[src/hw/rtl/imu_sfp_pkg.sv]
// Shared types and constants for the inertial sensor serial frame parser.
`default_nettype none
package imu_sfp_pkg;

  // Frame bytes
  localparam logic [7:0] HDR_BYTE   = 8'h55;
  localparam logic [7:0] TYPE_ACCEL = 8'h51;
  localparam logic [7:0] TYPE_RATE  = 8'h52;
  localparam logic [7:0] TYPE_ANGLE = 8'h53;
  localparam logic [7:0] TYPE_QUAT  = 8'h59;

  // Reported frame types
  localparam logic [2:0] FT_ACCEL = 3'd0;
  localparam logic [2:0] FT_RATE  = 3'd1;
  localparam logic [2:0] FT_ANGLE = 3'd2;
  localparam logic [2:0] FT_QUAT  = 3'd3;
  localparam logic [2:0] FT_NONE  = 3'd4;

  // Internal two-bit type codes
  localparam logic [1:0] TC_ACCEL = 2'd0;
  localparam logic [1:0] TC_RATE  = 2'd1;
  localparam logic [1:0] TC_ANGLE = 2'd2;
  localparam logic [1:0] TC_QUAT  = 2'd3;

  // Parse positions
  localparam logic [3:0] POS_HUNT      = 4'd0;
  localparam logic [3:0] POS_TYPE      = 4'd1;
  localparam logic [3:0] POS_PAY_FIRST = 4'd2;
  localparam logic [3:0] POS_PAY_LAST  = 4'd9;
  localparam logic [3:0] POS_CHECK     = 4'd10;

  // Set flag per tracked frame type
  typedef enum logic [1:0] {
    FLAG_NONE = 2'd0,
    FLAG_GOOD = 2'd1,
    FLAG_BAD  = 2'd2
  } flag_t;

  // Set status codes
  localparam logic [1:0] STATUS_GOOD     = 2'd0;
  localparam logic [1:0] STATUS_DATA_ERR = 2'd1;
  localparam logic [1:0] STATUS_TIMEOUT  = 2'd2;

  localparam int NUM_SET = 3;

  // Configuration
  localparam int          PADDR_W        = 3;
  localparam int          PDATA_W        = 32;
  localparam logic        REG_TIMEOUT    = 1'b0;
  localparam logic [15:0] TIMEOUT_RESET  = 16'd100;

  // Queue between front and back
  localparam int QDEPTH  = 4;
  localparam int QPTR_W  = $clog2(QDEPTH);
  localparam int QCNT_W  = QPTR_W + 1;
  localparam logic [QCNT_W-1:0] QDEPTH_CNT = QCNT_W'(QDEPTH);

  typedef struct packed {
    logic       kind;
    logic [7:0] rx_byte;
  } in_item_t;

  typedef struct packed {
    logic [2:0]        frame_type;
    logic              frame_ok;
    logic signed [15:0] word_a;
    logic signed [15:0] word_b;
    logic signed [15:0] word_c;
    logic signed [15:0] word_d;
    logic              set_done;
    logic [1:0]        set_status;
  } out_item_t;

  // Classified item passed from front to back
  typedef struct packed {
    logic       is_tick;
    logic       is_hdr;
    logic       type_known;
    logic [1:0] type_code;
    logic [7:0] data;
  } cls_item_t;

endpackage
`default_nettype wire

[src/hw/rtl/imu_sfp_front.sv]
// Front end: accepts input transfers and classifies each byte.
`default_nettype none
module imu_sfp_front (
  input  wire logic                  in_valid,
  input  wire imu_sfp_pkg::in_item_t in_item,
  output logic                       in_stall,
  input  wire logic                  q_full,
  output logic                       push,
  output imu_sfp_pkg::cls_item_t     push_item
);

  // Hold the sender while the queue is full
  assign in_stall = q_full;
  assign push     = in_valid && !q_full;

  // Classify the byte against header and type codes
  always_comb begin
    push_item            = '0;
    push_item.is_tick    = in_item.kind;
    push_item.data       = in_item.rx_byte;
    push_item.is_hdr     = (in_item.rx_byte == imu_sfp_pkg::HDR_BYTE);
    push_item.type_known = 1'b1;
    case (in_item.rx_byte)
      imu_sfp_pkg::TYPE_ACCEL: push_item.type_code = imu_sfp_pkg::TC_ACCEL;
      imu_sfp_pkg::TYPE_RATE:  push_item.type_code = imu_sfp_pkg::TC_RATE;
      imu_sfp_pkg::TYPE_ANGLE: push_item.type_code = imu_sfp_pkg::TC_ANGLE;
      imu_sfp_pkg::TYPE_QUAT:  push_item.type_code = imu_sfp_pkg::TC_QUAT;
      default: begin
        push_item.type_code  = imu_sfp_pkg::TC_ACCEL;
        push_item.type_known = 1'b0;
      end
    endcase
  end

endmodule
`default_nettype wire

[src/hw/rtl/imu_sfp_queue.sv]
// Short queue of classified items between front and back.
`default_nettype none
module imu_sfp_queue (
  input  wire logic                   clk,
  input  wire logic                   rst,
  input  wire logic                   push,
  input  wire imu_sfp_pkg::cls_item_t push_item,
  output logic                        full,
  output logic                        head_valid,
  output imu_sfp_pkg::cls_item_t      head_item,
  input  wire logic                   pop
);

  imu_sfp_pkg::cls_item_t            entries [imu_sfp_pkg::QDEPTH];
  logic [imu_sfp_pkg::QPTR_W-1:0]    wr_ptr;
  logic [imu_sfp_pkg::QPTR_W-1:0]    rd_ptr;
  logic [imu_sfp_pkg::QCNT_W-1:0]    count;
  logic                              do_pop;

  assign full       = (count == imu_sfp_pkg::QDEPTH_CNT);
  assign head_valid = (count != '0);
  assign head_item  = entries[rd_ptr];
  assign do_pop     = pop && head_valid;

  // Store pushed items
  always_ff @(posedge clk) begin
    if (push) begin
      entries[wr_ptr] <= push_item;
    end
  end

  // Advance pointers and count
  always_ff @(posedge clk) begin
    if (rst) begin
      wr_ptr <= '0;
      rd_ptr <= '0;
      count  <= '0;
    end else begin
      if (push) begin
        wr_ptr <= wr_ptr + 1'b1;
      end
      if (do_pop) begin
        rd_ptr <= rd_ptr + 1'b1;
      end
      if (push && !do_pop) begin
        count <= count + 1'b1;
      end else if (do_pop && !push) begin
        count <= count - 1'b1;
      end
    end
  end

endmodule
`default_nettype wire

[src/hw/rtl/imu_sfp_back.sv]
// Back end: frame parser state, set tracking, timeout and result register.
`default_nettype none
module imu_sfp_back (
  input  wire logic                   clk,
  input  wire logic                   rst,
  input  wire logic [15:0]            timeout_ticks,
  input  wire logic                   head_valid,
  input  wire imu_sfp_pkg::cls_item_t head_item,
  output logic                        pop,
  output logic                        out_valid,
  input  wire logic                   out_stall,
  output imu_sfp_pkg::out_item_t      out_item
);

  logic [3:0]             pos;
  logic [3:0]             pos_next;
  logic [1:0]             cur_type;
  logic [1:0]             cur_type_next;
  logic [7:0]             sum;
  logic [7:0]             sum_next;
  logic [15:0]            tick_count;
  logic [15:0]            tick_count_next;
  logic [7:0]             payload [8];
  imu_sfp_pkg::flag_t     flags [imu_sfp_pkg::NUM_SET];
  imu_sfp_pkg::flag_t     flags_next [imu_sfp_pkg::NUM_SET];
  logic                   pay_we;
  logic [3:0]             pay_off;
  logic                   res_valid;
  imu_sfp_pkg::out_item_t res;
  logic                   chk_ok;
  logic                   all_seen;
  logic                   all_good;

  // Step one item whenever the result register can take a new value
  assign pop     = head_valid && (!out_valid || !out_stall);
  assign pay_off = pos - imu_sfp_pkg::POS_PAY_FIRST;
  assign chk_ok  = (head_item.data == sum);

  always_comb begin
    pos_next        = pos;
    cur_type_next   = cur_type;
    sum_next        = sum;
    tick_count_next = tick_count;
    flags_next      = flags;
    pay_we          = 1'b0;
    res_valid       = 1'b0;
    res             = '0;
    all_seen        = 1'b0;
    all_good        = 1'b0;

    if (head_item.is_tick) begin
      // Timer tick: time out the set or count up
      if (tick_count >= timeout_ticks) begin
        res_valid       = 1'b1;
        res.frame_type  = imu_sfp_pkg::FT_NONE;
        res.set_done    = 1'b1;
        res.set_status  = imu_sfp_pkg::STATUS_TIMEOUT;
        tick_count_next = '0;
        for (int i = 0; i < imu_sfp_pkg::NUM_SET; i++) begin
          flags_next[i] = imu_sfp_pkg::FLAG_NONE;
        end
      end else begin
        tick_count_next = tick_count + 16'd1;
      end
    end else begin
      case (pos)
        imu_sfp_pkg::POS_HUNT: begin
          if (head_item.is_hdr) begin
            pos_next = imu_sfp_pkg::POS_TYPE;
            sum_next = imu_sfp_pkg::HDR_BYTE;
          end
        end
        imu_sfp_pkg::POS_TYPE: begin
          if (head_item.type_known) begin
            cur_type_next = head_item.type_code;
            sum_next      = sum + head_item.data;
            pos_next      = imu_sfp_pkg::POS_PAY_FIRST;
          end else if (head_item.is_hdr) begin
            pos_next = imu_sfp_pkg::POS_TYPE;
            sum_next = imu_sfp_pkg::HDR_BYTE;
          end else begin
            pos_next = imu_sfp_pkg::POS_HUNT;
          end
        end
        default: begin
          if (pos inside {[imu_sfp_pkg::POS_PAY_FIRST:imu_sfp_pkg::POS_PAY_LAST]}) begin
            // Payload byte
            pay_we   = 1'b1;
            sum_next = sum + head_item.data;
            pos_next = pos + 4'd1;
          end else begin
            // Checksum byte: report the frame
            pos_next       = imu_sfp_pkg::POS_HUNT;
            res_valid      = 1'b1;
            res.frame_type = {1'b0, cur_type};
            res.frame_ok   = chk_ok;
            res.word_a     = $signed({payload[1], payload[0]});
            res.word_b     = $signed({payload[3], payload[2]});
            res.word_c     = $signed({payload[5], payload[4]});
            res.word_d     = $signed({payload[7], payload[6]});
            if (cur_type != imu_sfp_pkg::TC_QUAT) begin
              for (int i = 0; i < imu_sfp_pkg::NUM_SET; i++) begin
                if (cur_type == 2'(i)) begin
                  flags_next[i] = chk_ok ? imu_sfp_pkg::FLAG_GOOD : imu_sfp_pkg::FLAG_BAD;
                end
              end
              all_seen = 1'b1;
              all_good = 1'b1;
              for (int i = 0; i < imu_sfp_pkg::NUM_SET; i++) begin
                if (flags_next[i] == imu_sfp_pkg::FLAG_NONE) begin
                  all_seen = 1'b0;
                end
                if (flags_next[i] != imu_sfp_pkg::FLAG_GOOD) begin
                  all_good = 1'b0;
                end
              end
              // Set complete: report and clear
              if (all_seen) begin
                res.set_done    = 1'b1;
                res.set_status  = all_good ? imu_sfp_pkg::STATUS_GOOD
                                           : imu_sfp_pkg::STATUS_DATA_ERR;
                tick_count_next = '0;
                for (int i = 0; i < imu_sfp_pkg::NUM_SET; i++) begin
                  flags_next[i] = imu_sfp_pkg::FLAG_NONE;
                end
              end
            end
          end
        end
      endcase
    end
  end

  // Parser and set state
  always_ff @(posedge clk) begin
    if (rst) begin
      pos        <= imu_sfp_pkg::POS_HUNT;
      cur_type   <= imu_sfp_pkg::TC_ACCEL;
      sum        <= '0;
      tick_count <= '0;
      for (int i = 0; i < imu_sfp_pkg::NUM_SET; i++) begin
        flags[i] <= imu_sfp_pkg::FLAG_NONE;
      end
    end else if (pop) begin
      pos        <= pos_next;
      cur_type   <= cur_type_next;
      sum        <= sum_next;
      tick_count <= tick_count_next;
      flags      <= flags_next;
    end
  end

  // Payload bytes
  always_ff @(posedge clk) begin
    if (pop && pay_we) begin
      payload[pay_off[2:0]] <= head_item.data;
    end
  end

  // Result register: load on a new result, drop after its transfer
  always_ff @(posedge clk) begin
    if (rst) begin
      out_valid <= 1'b0;
    end else if (pop && res_valid) begin
      out_valid <= 1'b1;
    end else if (out_valid && !out_stall) begin
      out_valid <= 1'b0;
    end
  end

  always_ff @(posedge clk) begin
    if (pop && res_valid) begin
      out_item <= res;
    end
  end

endmodule
`default_nettype wire

[src/hw/rtl/imu_serial_frame_parser.sv]
// Top level of the inertial sensor serial frame parser.
// Input channel (in_valid/in_stall/in_item): one transfer per received byte
// (kind 0) or timer tick (kind 1). Output channel (out_valid/out_stall/
// out_item): one result per complete 11-byte frame and one per set timeout;
// bytes that finish no frame and ordinary ticks give no result.
// A transfer is taken on a rising edge with valid high and stall low.
// Throughput: one input per cycle while in_stall is low. Input goes into a
// 4-entry queue; the back end steps one queued item per cycle while the result
// register can take a new value. An accepted item is registered in the queue,
// and the back end then steps it and loads the result register with its result.
// When the receiver stalls, the result register holds its item; the back end
// stops stepping, the queue fills, and in_stall rises once 4 items wait.
// Reset (rst, synchronous) empties the queue and the result register, sends
// the parser back to header hunting, clears the set and tick count and
// restores timeout_ticks to 100. timeout_ticks lies at APB byte address 0.
`default_nettype none
module imu_serial_frame_parser (
  input  wire logic                                clk,
  input  wire logic                                rst,
  input  wire logic                                in_valid,
  output logic                                     in_stall,
  input  wire imu_sfp_pkg::in_item_t               in_item,
  output logic                                     out_valid,
  input  wire logic                                out_stall,
  output imu_sfp_pkg::out_item_t                   out_item,
  input  wire logic                                psel,
  input  wire logic                                penable,
  input  wire logic                                pwrite,
  input  wire logic [imu_sfp_pkg::PADDR_W-1:0]     paddr,
  input  wire logic [imu_sfp_pkg::PDATA_W-1:0]     pwdata,
  output logic [imu_sfp_pkg::PDATA_W-1:0]          prdata,
  output logic                                     pready
);

  logic                   q_full;
  logic                   push;
  imu_sfp_pkg::cls_item_t push_item;
  logic                   head_valid;
  imu_sfp_pkg::cls_item_t head_item;
  logic                   pop;
  logic [15:0]            timeout_ticks;

  // Configuration register
  assign pready = 1'b1;

  always_ff @(posedge clk) begin
    if (rst) begin
      timeout_ticks <= imu_sfp_pkg::TIMEOUT_RESET;
    end else if (psel && penable && pwrite && (paddr[2] == imu_sfp_pkg::REG_TIMEOUT)) begin
      timeout_ticks <= pwdata[15:0];
    end
  end

  assign prdata = (paddr[2] == imu_sfp_pkg::REG_TIMEOUT) ?
                  {16'd0, timeout_ticks} : '0;

  imu_sfp_front u_front (
    .in_valid  (in_valid),
    .in_item   (in_item),
    .in_stall  (in_stall),
    .q_full    (q_full),
    .push      (push),
    .push_item (push_item)
  );

  imu_sfp_queue u_queue (
    .clk        (clk),
    .rst        (rst),
    .push       (push),
    .push_item  (push_item),
    .full       (q_full),
    .head_valid (head_valid),
    .head_item  (head_item),
    .pop        (pop)
  );

  imu_sfp_back u_back (
    .clk           (clk),
    .rst           (rst),
    .timeout_ticks (timeout_ticks),
    .head_valid    (head_valid),
    .head_item     (head_item),
    .pop           (pop),
    .out_valid     (out_valid),
    .out_stall     (out_stall),
    .out_item      (out_item)
  );

endmodule
`default_nettype wire

[config.mk]
export PLATFORM = sky130hd
export DESIGN_NAME = imu_serial_frame_parser
export DESIGN_NICKNAME = d
export VERILOG_FILES = /design/src/hw/rtl/imu_sfp_pkg.sv /design/src/hw/rtl/imu_sfp_front.sv /design/src/hw/rtl/imu_sfp_queue.sv /design/src/hw/rtl/imu_sfp_back.sv /design/src/hw/rtl/imu_serial_frame_parser.sv
export SDC_FILE = /design/constraint.sdc
export NUM_CORES = 1
export LEC_CHECK = 0
export ABC_AREA = 1
export BUFFER_PORTS_ARGS = -buffer_cell sky130_fd_sc_hd__clkbuf_2
export CAP_MARGIN = 15
export CORE_MARGIN = 2
export CORE_UTILIZATION = 61
export DETAILED_ROUTE_END_ITERATION = 10
export PLACE_DENSITY = 0.9
export SLEW_MARGIN = 10
export SYNTH_ARGS = -nofsm -noshare
export SYNTH_HDL_FRONTEND = slang
export SYNTH_SLANG_ARGS = --single-unit
[constraint.sdc]
create_clock -name clk -period 6.8 [get_ports clk]
set_clock_uncertainty 0.05 [all_clocks]
set_input_delay 0.68 -clock clk [delete_from_list [all_inputs] [get_ports clk]]
set_output_delay 0.68 -clock clk [all_outputs]
set_load 0.02 [all_outputs]
==> Yosys cells after proc, flatten, opt, wreduce, memory -nomap -nowiden <==
Memories as Yosys holds them, arrays and structs flattened. A register that Yosys moved wholly into a read port is not among the register bits.
Index checks and enable logic that the tools add are counted.
{ "op_classes": {"add_sub_neg": 8, "n_lt_le_gt_ge": 3, "n_eq_ne": 18, "n_mux": 80, "n_bitwise": 2, "reduce_logical": 37} }
{ "ops": {"columns": ["op", "n"], "rows": [
  ["16-bit 2-to-1 mux", 7],
  ["71-bit 2-to-1 mux", 1],
  ["70-bit 2-to-1 mux", 1],
  ["8-bit by 7-bit == test with 1-bit output (second input constant)", 5],
  ["2-bit 2-to-1 mux", 18],
  ["6-bit 2-to-1 mux", 6],
  ["1-bit 2-to-1 mux", 30],
  ["3-bit 2-to-1 mux", 8],
  ["8-bit 2-to-1 mux", 3],
  ["16-bit by 1-bit adder with 16-bit output (second input constant)", 1],
  ["16-bit greater-or-equal comparator", 1],
  ["8-bit one-hot mux with 2 select lines", 1],
  ["1-bit logical AND", 12],
  ["4-bit 2-to-1 mux", 3],
  ["2-bit by 1-bit != test with 1-bit output (second input constant)", 5],
  ["5-bit AND reduction", 2],
  ["8-bit adder", 1],
  ["8-bit == test", 1],
  ["2-bit logical NOT", 4],
  ["4-bit one-hot mux with 2 select lines", 1],
  ["2-bit nonzero test", 4],
  ["4-bit OR reduction", 2],
  ["2-bit != test (second input constant)", 3],
  ["2-bit one-hot mux with 3 select lines", 1],
  ["other kinds (19)", 27]
]} }
{ "word_totals": {"reg_bits": 131, "ram_bits": 116, "input_bits": 51, "out_inout_bits": 106, "wordCells": 170, "mem_count": 2} }
{ "memory_table": {"columns": ["memory", "depth", "word_bits", "rd", "rd_ports_with_merged_regs", "wr", "line", "source"], "rows": [
  ["u_back.payload", 8, 8, 8, 0, 1, "imu_sfp_back.sv:23", "logic [7:0] payload [8];"],
  ["u_queue.entries", 4, 13, 1, 1, 1, "imu_sfp_queue.sv:14", "imu_sfp_pkg::cls_item_t entries [imu_sfp_pkg::QDEPTH];"]
]} }

==> Longest topological paths before layout <==
{ "logic_depth": {"ltp_word": 21, "ltp_mapped": 17, "mapped_depth_nobuf": 15} }

==> Hierarchy <==
A second synthesis with hierarchy kept.
{ "unflattened": {"cells_unflattened": 1126, "hier_area_um2": 11269.6} }
{ "modules_own_cells": {"columns": ["module", "instances", "cells_per_inst", "area_per_inst_um2", "seq_area_each_um2"], "rows": [
  ["imu_sfp_back", 1, 744, 7566.0, 4764.6],
  ["imu_sfp_queue", 1, 189, 2487.4, 1741.7],
  ["imu_serial_frame_parser", 1, 156, 1023.5, 320.3],
  ["imu_sfp_front", 1, 37, 192.7, 0.0]
]} }

==> Least setup slack after synthesis <==
OpenSTA, ideal clock, no wires.
{ "synth_path": {"path_kind": "flip-flop to flip-flop", "from": "register u_back.pos[1]", "to": "register, netlist name u_back.out_item[0]", "setup_ns": 0.424, "arrival_time_ns": 2.804, "required_ns": 6.326, "path_slack_ns": 3.522, "stages_incl_launch_ff": 12, "n_path_buf": 0, "synth_period_minus_slack_ns": 3.278, "path_cell_list": "dfxtp_1 > inv_1 > ha_1 > o21ai_0 > nand2_1 > nand2_1 > nand2_1 > nor2_1 > inv_1 > nand2_1 > nand2_1 > inv_1"} }
{ "synth_via": {"elab_chain_len": 6, "elab_cells_between_ends": 10, "cone_classes": "2 x order compare; 1 x eq/ne; 3 x mux; 4 x reduce/logical"} }
{ "synth_lines": {"columns": ["element", "line", "source"], "rows": [
  ["from (decl)", "imu_sfp_back.sv:15", "logic [3:0] pos;"],
  ["from (signal assigned)", "imu_sfp_back.sv:137", "pos <= imu_sfp_pkg::POS_HUNT;"],
  ["from (signal assigned)", "imu_sfp_back.sv:145", "pos <= pos_next;"],
  ["4-bit by 2-bit greater-or-equal comparator with 1-bit output / 4-bit less-or-equal comparator (equally long branches)", "imu_sfp_back.sv:86", "if (pos inside {[imu_sfp_pkg::POS_PAY_FIRST:imu_sfp_pkg::POS_PAY_LAST]}) begin"],
  ["1-bit logical AND", "imu_sfp_back.sv:86", null],
  ["1-bit 2-to-1 mux", "imu_sfp_back.sv:86", null],
  ["1-bit 2-to-1 mux (*)", "imu_sfp_back.sv:66", "case (pos)"],
  ["1-bit 2-to-1 mux (*)", "imu_sfp_back.sv:51", "if (head_item.is_tick) begin"],
  ["1-bit logical AND (*)", "imu_sfp_back.sv:172", "if (pop && res_valid) begin"]
]} }
Mark *: on every way between the ends. The rest lies on a longest branch, timed or not.
A chain may end at the register's enable or synchronous reset.

==> results.py <==
metrics = {
    "status": {
        "status": "finished clean",
    },
    "power_and_ir_drop": {
        "p_per_area_nw_per_um2": 409,
        "clkPwrFrac": 0.271,
        "p_switching_uw": 1790,
        "p_comb_frac": 0.307,
        "ir_drop_v": 0.000264,
        "p_leak_uw": 0.00517,
        "switching_share": 0.355,
        "p_seq_frac": 0.421,
        "p_int_uw": 3260,
    },
    "clock_network": {
        "cts.clk_slew.worst_paths_ns": 0.06,
        "cts.repair.resized": 0,
        "clock_sinks": 248,
        "cts_tree": "done",
        "clkLatencyLatePin_ns": 0.52,
        "clock_path_buffers": 3,
        "h-tree-depth": 1,
        "postCtsHoldBufs": 0,
        "post_cts_buffers": 0,
        "root_buffer": "clkbuf_16",
        "numCtsBuffers": 24,
    },
    "yosys": {
        "synth_cell_types": 44,
        "syn_inst": 1041,
        "async_reset_ff_frac": 0,
        "synth_edf_count": 186,
        "ys_seq_elements": 248,
        "yosys_warnings": 0,
        "synthFlopType": "edfxtp_1",
        "synth_area_sq_um": 10700,
        "yosysSeqAreaShare": 0.636,
        "avgSynthCellArea_sq_um": 10.3,
    },
    "routing": {
        "ant_nets": 0,
        "drt_pre_antenna_iters": 6,
        "wl_mm": 22.5,
        "routedWlPerCell_microns": 15.9,
        "viasPerCell": 5.40,
        "vias": 7615,
        "drcViolationCount": 0,
        "drt-initial-drc-count": 609,
    },
    "timing": {
        "slew_headroom": 0.243,
        "fin_crit_sh": 0.600,
        "fin_tns_setup_ns": 0,
        "setup_viol": 0,
        "period_needed_ns": 4.08,
        "worstMarginPinSlew_ns": 1.13,
        "rsz0062_at_grt": "false",
        "fmax_mhz": 245,
        "hold_violations": 0,
        "final_max_slew_viol_count": 0,
    },
    "critical_path": {
        "path_class": "flop to flop",
        "cp-end-kind": "flop",
        "start_kind": "flop",
        "critPathSlowestCell": "dfxtp_1",
        "crit_fanout": 68,
        "cpLargestDelayFamily": "buffers and inverters",
        "slowest_delay_ns": 0.99,
        "worstPathArrival_ns": 4.18,
        "worst-path-buf-inv": 5,
        "crit_chain": "inv_6, nand2_1, nand3_2, nand2_4, inv_2, nor2_1, inv_2, nand2_1, nand2_1, inv_2, buf_4",
        "required_ns": 6.90,
    },
    "floorplan": {
        "core-area_sq_um": 17200,
        "start_util": 0.623,
        "fp-row-count": 48,
        "die_y_microns": 137,
        "ioPinCount": 157,
        "dieArea_sq_um": 18700,
        "die_x_microns": 137,
    },
    "layout": {
        "final_common_cell": "edfxtp_1",
        "diodes": 0,
        "layout-drive-gt1-share": 0.162,
        "final_cell_mix": "edfxtp_1, nand2_1, inv_1",
        "fin_nets": 1255,
        "fin_util": 0.716,
        "fin_area_sq_um": 12300,
        "area.growth.synth_to_final_pct": 14.9,
        "finalNonFillerCells": 1410,
    },
    "flow_run": {
        "max-cap-violations": 0,
    },
    "global_routing": {
        "grt_pass1_wl_mm": 35.6,
        "track_usage": 0.244,
        "overflow": 0,
        "grt_pass1_vias": 7301,
        "grt_start_max_net_pins": 69,
        "antenna_found_initial": 0,
    },
    "min_path": {
        "min_path_type": "primary input to flop",
    },
    "place": {
        "dpl_cell_area_sq_um": 11500,
        "dp.cells": 1362,
        "dpl.hpwl_mm": 14.5,
        "gp_congestion": 0.884,
        "io_buffers": 121,
    },
}
==> cells by family after synthesis <==
kind of cell,count (synthesis),synth area share
compound gates,145,0.0726
simple gates,394,0.157
other cells,2,0.000699
fa+ha+maj,36,0.0434
flops,248,0.636
xor+xnor,13,0.0106
buf+inv,203,0.0804
==> per-layer routing <==
| layer | up-vias | share of wire | wire, microns | global-route usage |
|---|---|---|---|---|
| li1 | 3667 | - | - | - |
| met1 | 3577 | 0.39 | 8660 | 0.287 |
| met2 | 330 | 0.53 | 12000 | 0.463 |
| met3 | 41 | 0.062 | 1400 | 0.0304 |
| met4 | 0 | 0.021 | 464 | 0.0729 |
| met5 | - | 0 | 0 | 0 |
==> synthesized netlist by cell type (all sizes together), types with 2 or more instances <==
master    n  area (sq um)
nor2    152           591
dfxtp    62          1240
edfxtp  186          5590
a21oi    66           330
o21a      2          15.0
o21ai    58           294
nand3b    8          60.1
nand4     6          37.5
o211ai    3          22.5
and3      2          12.5
or2       3          18.8
ha       34           425
o22ai     7          43.8
xnor2     2          17.5
a31oi     6          37.5
buf      32           216
inv     154           583
clkbuf   17          63.8
nand3    50           273
conb      2          7.51
fa        2          40.0
xor2     11          96.3
nor3     13          65.1
nand2   156           596
==> layout make-up <==
| class | count | area, sq um |
|---|---|---|
| clock buffers | 35 | 692 |
| clock inverters | 8 | 131 |
| fillers | 1103 | 4900 |
| inverters | 154 | 583 |
| multi-input cells | 605 | 3110 |
| flip-flops and latches | 248 | 6830 |
| well taps | 225 | 282 |
| repair buffers | 135 | 713 |
==> power groups by stage <==
stage,registers [uW],logic (uW),clock network (uW)
after CTS,2130,1540,1380
after floorplan,2260,956,0
after detailed placement,2150,1510,0
after global placement,2140,1440,0
final,2130,1550,1370
after global routing,2150,1710,1440
==> state kept, by name (all words and copies together) (netlist names), named ones only <==
register / flops
u_back.sum: 8
u_back.pos: 4
u_back.cur_type: 2
u_queue.rd_ptr: 2
timeout_ticks: 16
u_back.payload: 64
u_queue.entries: 52
u_queue.wr_ptr: 2
u_queue.count: 3
u_back.out_item: 70
u_back.flags: 6
u_back.tick_count: 16
u_back.out_valid: 1
==> worst register-to-register path: cells and delay by family (launching register included) <==
| kind | cells | cell delay, ns |
|---|---|---|
| buffers and inverters | 5 | 1.76 |
| flip-flops | 1 | 0.99 |
| AND/OR/NAND/NOR | 6 | 0.90 |
==> path summary, 6_finish.rpt <==
| path | start | cells after the start | slack (ns) | end |
|---|---|---|---|---|
| setup / recovery | flop | 11 | 2.72 | u_back.out_item[58] |
| hold / removal | in_item[8] | 1 | 0.34 | u_queue.entries[0][12] |
| setup reg to reg | flop | 11 | 2.72 | u_back.out_item[58] |
| hold reg to reg | u_back.sum[3] | 2 | 0.42 | u_back.sum[3] |
==> per-stage QoR <==
stage,setup WS [ns],hold WS (ns),total power [uW]
floorplan,3.52,0.386,3210
global placement,2.88,0.404,3580
detailed placement,2.75,0.413,3660
CTS,2.71,0.321,5050
global route,2.44,0.345,5300
finish,2.72,0.338,5040
Power figures use the tool's default switching activity.
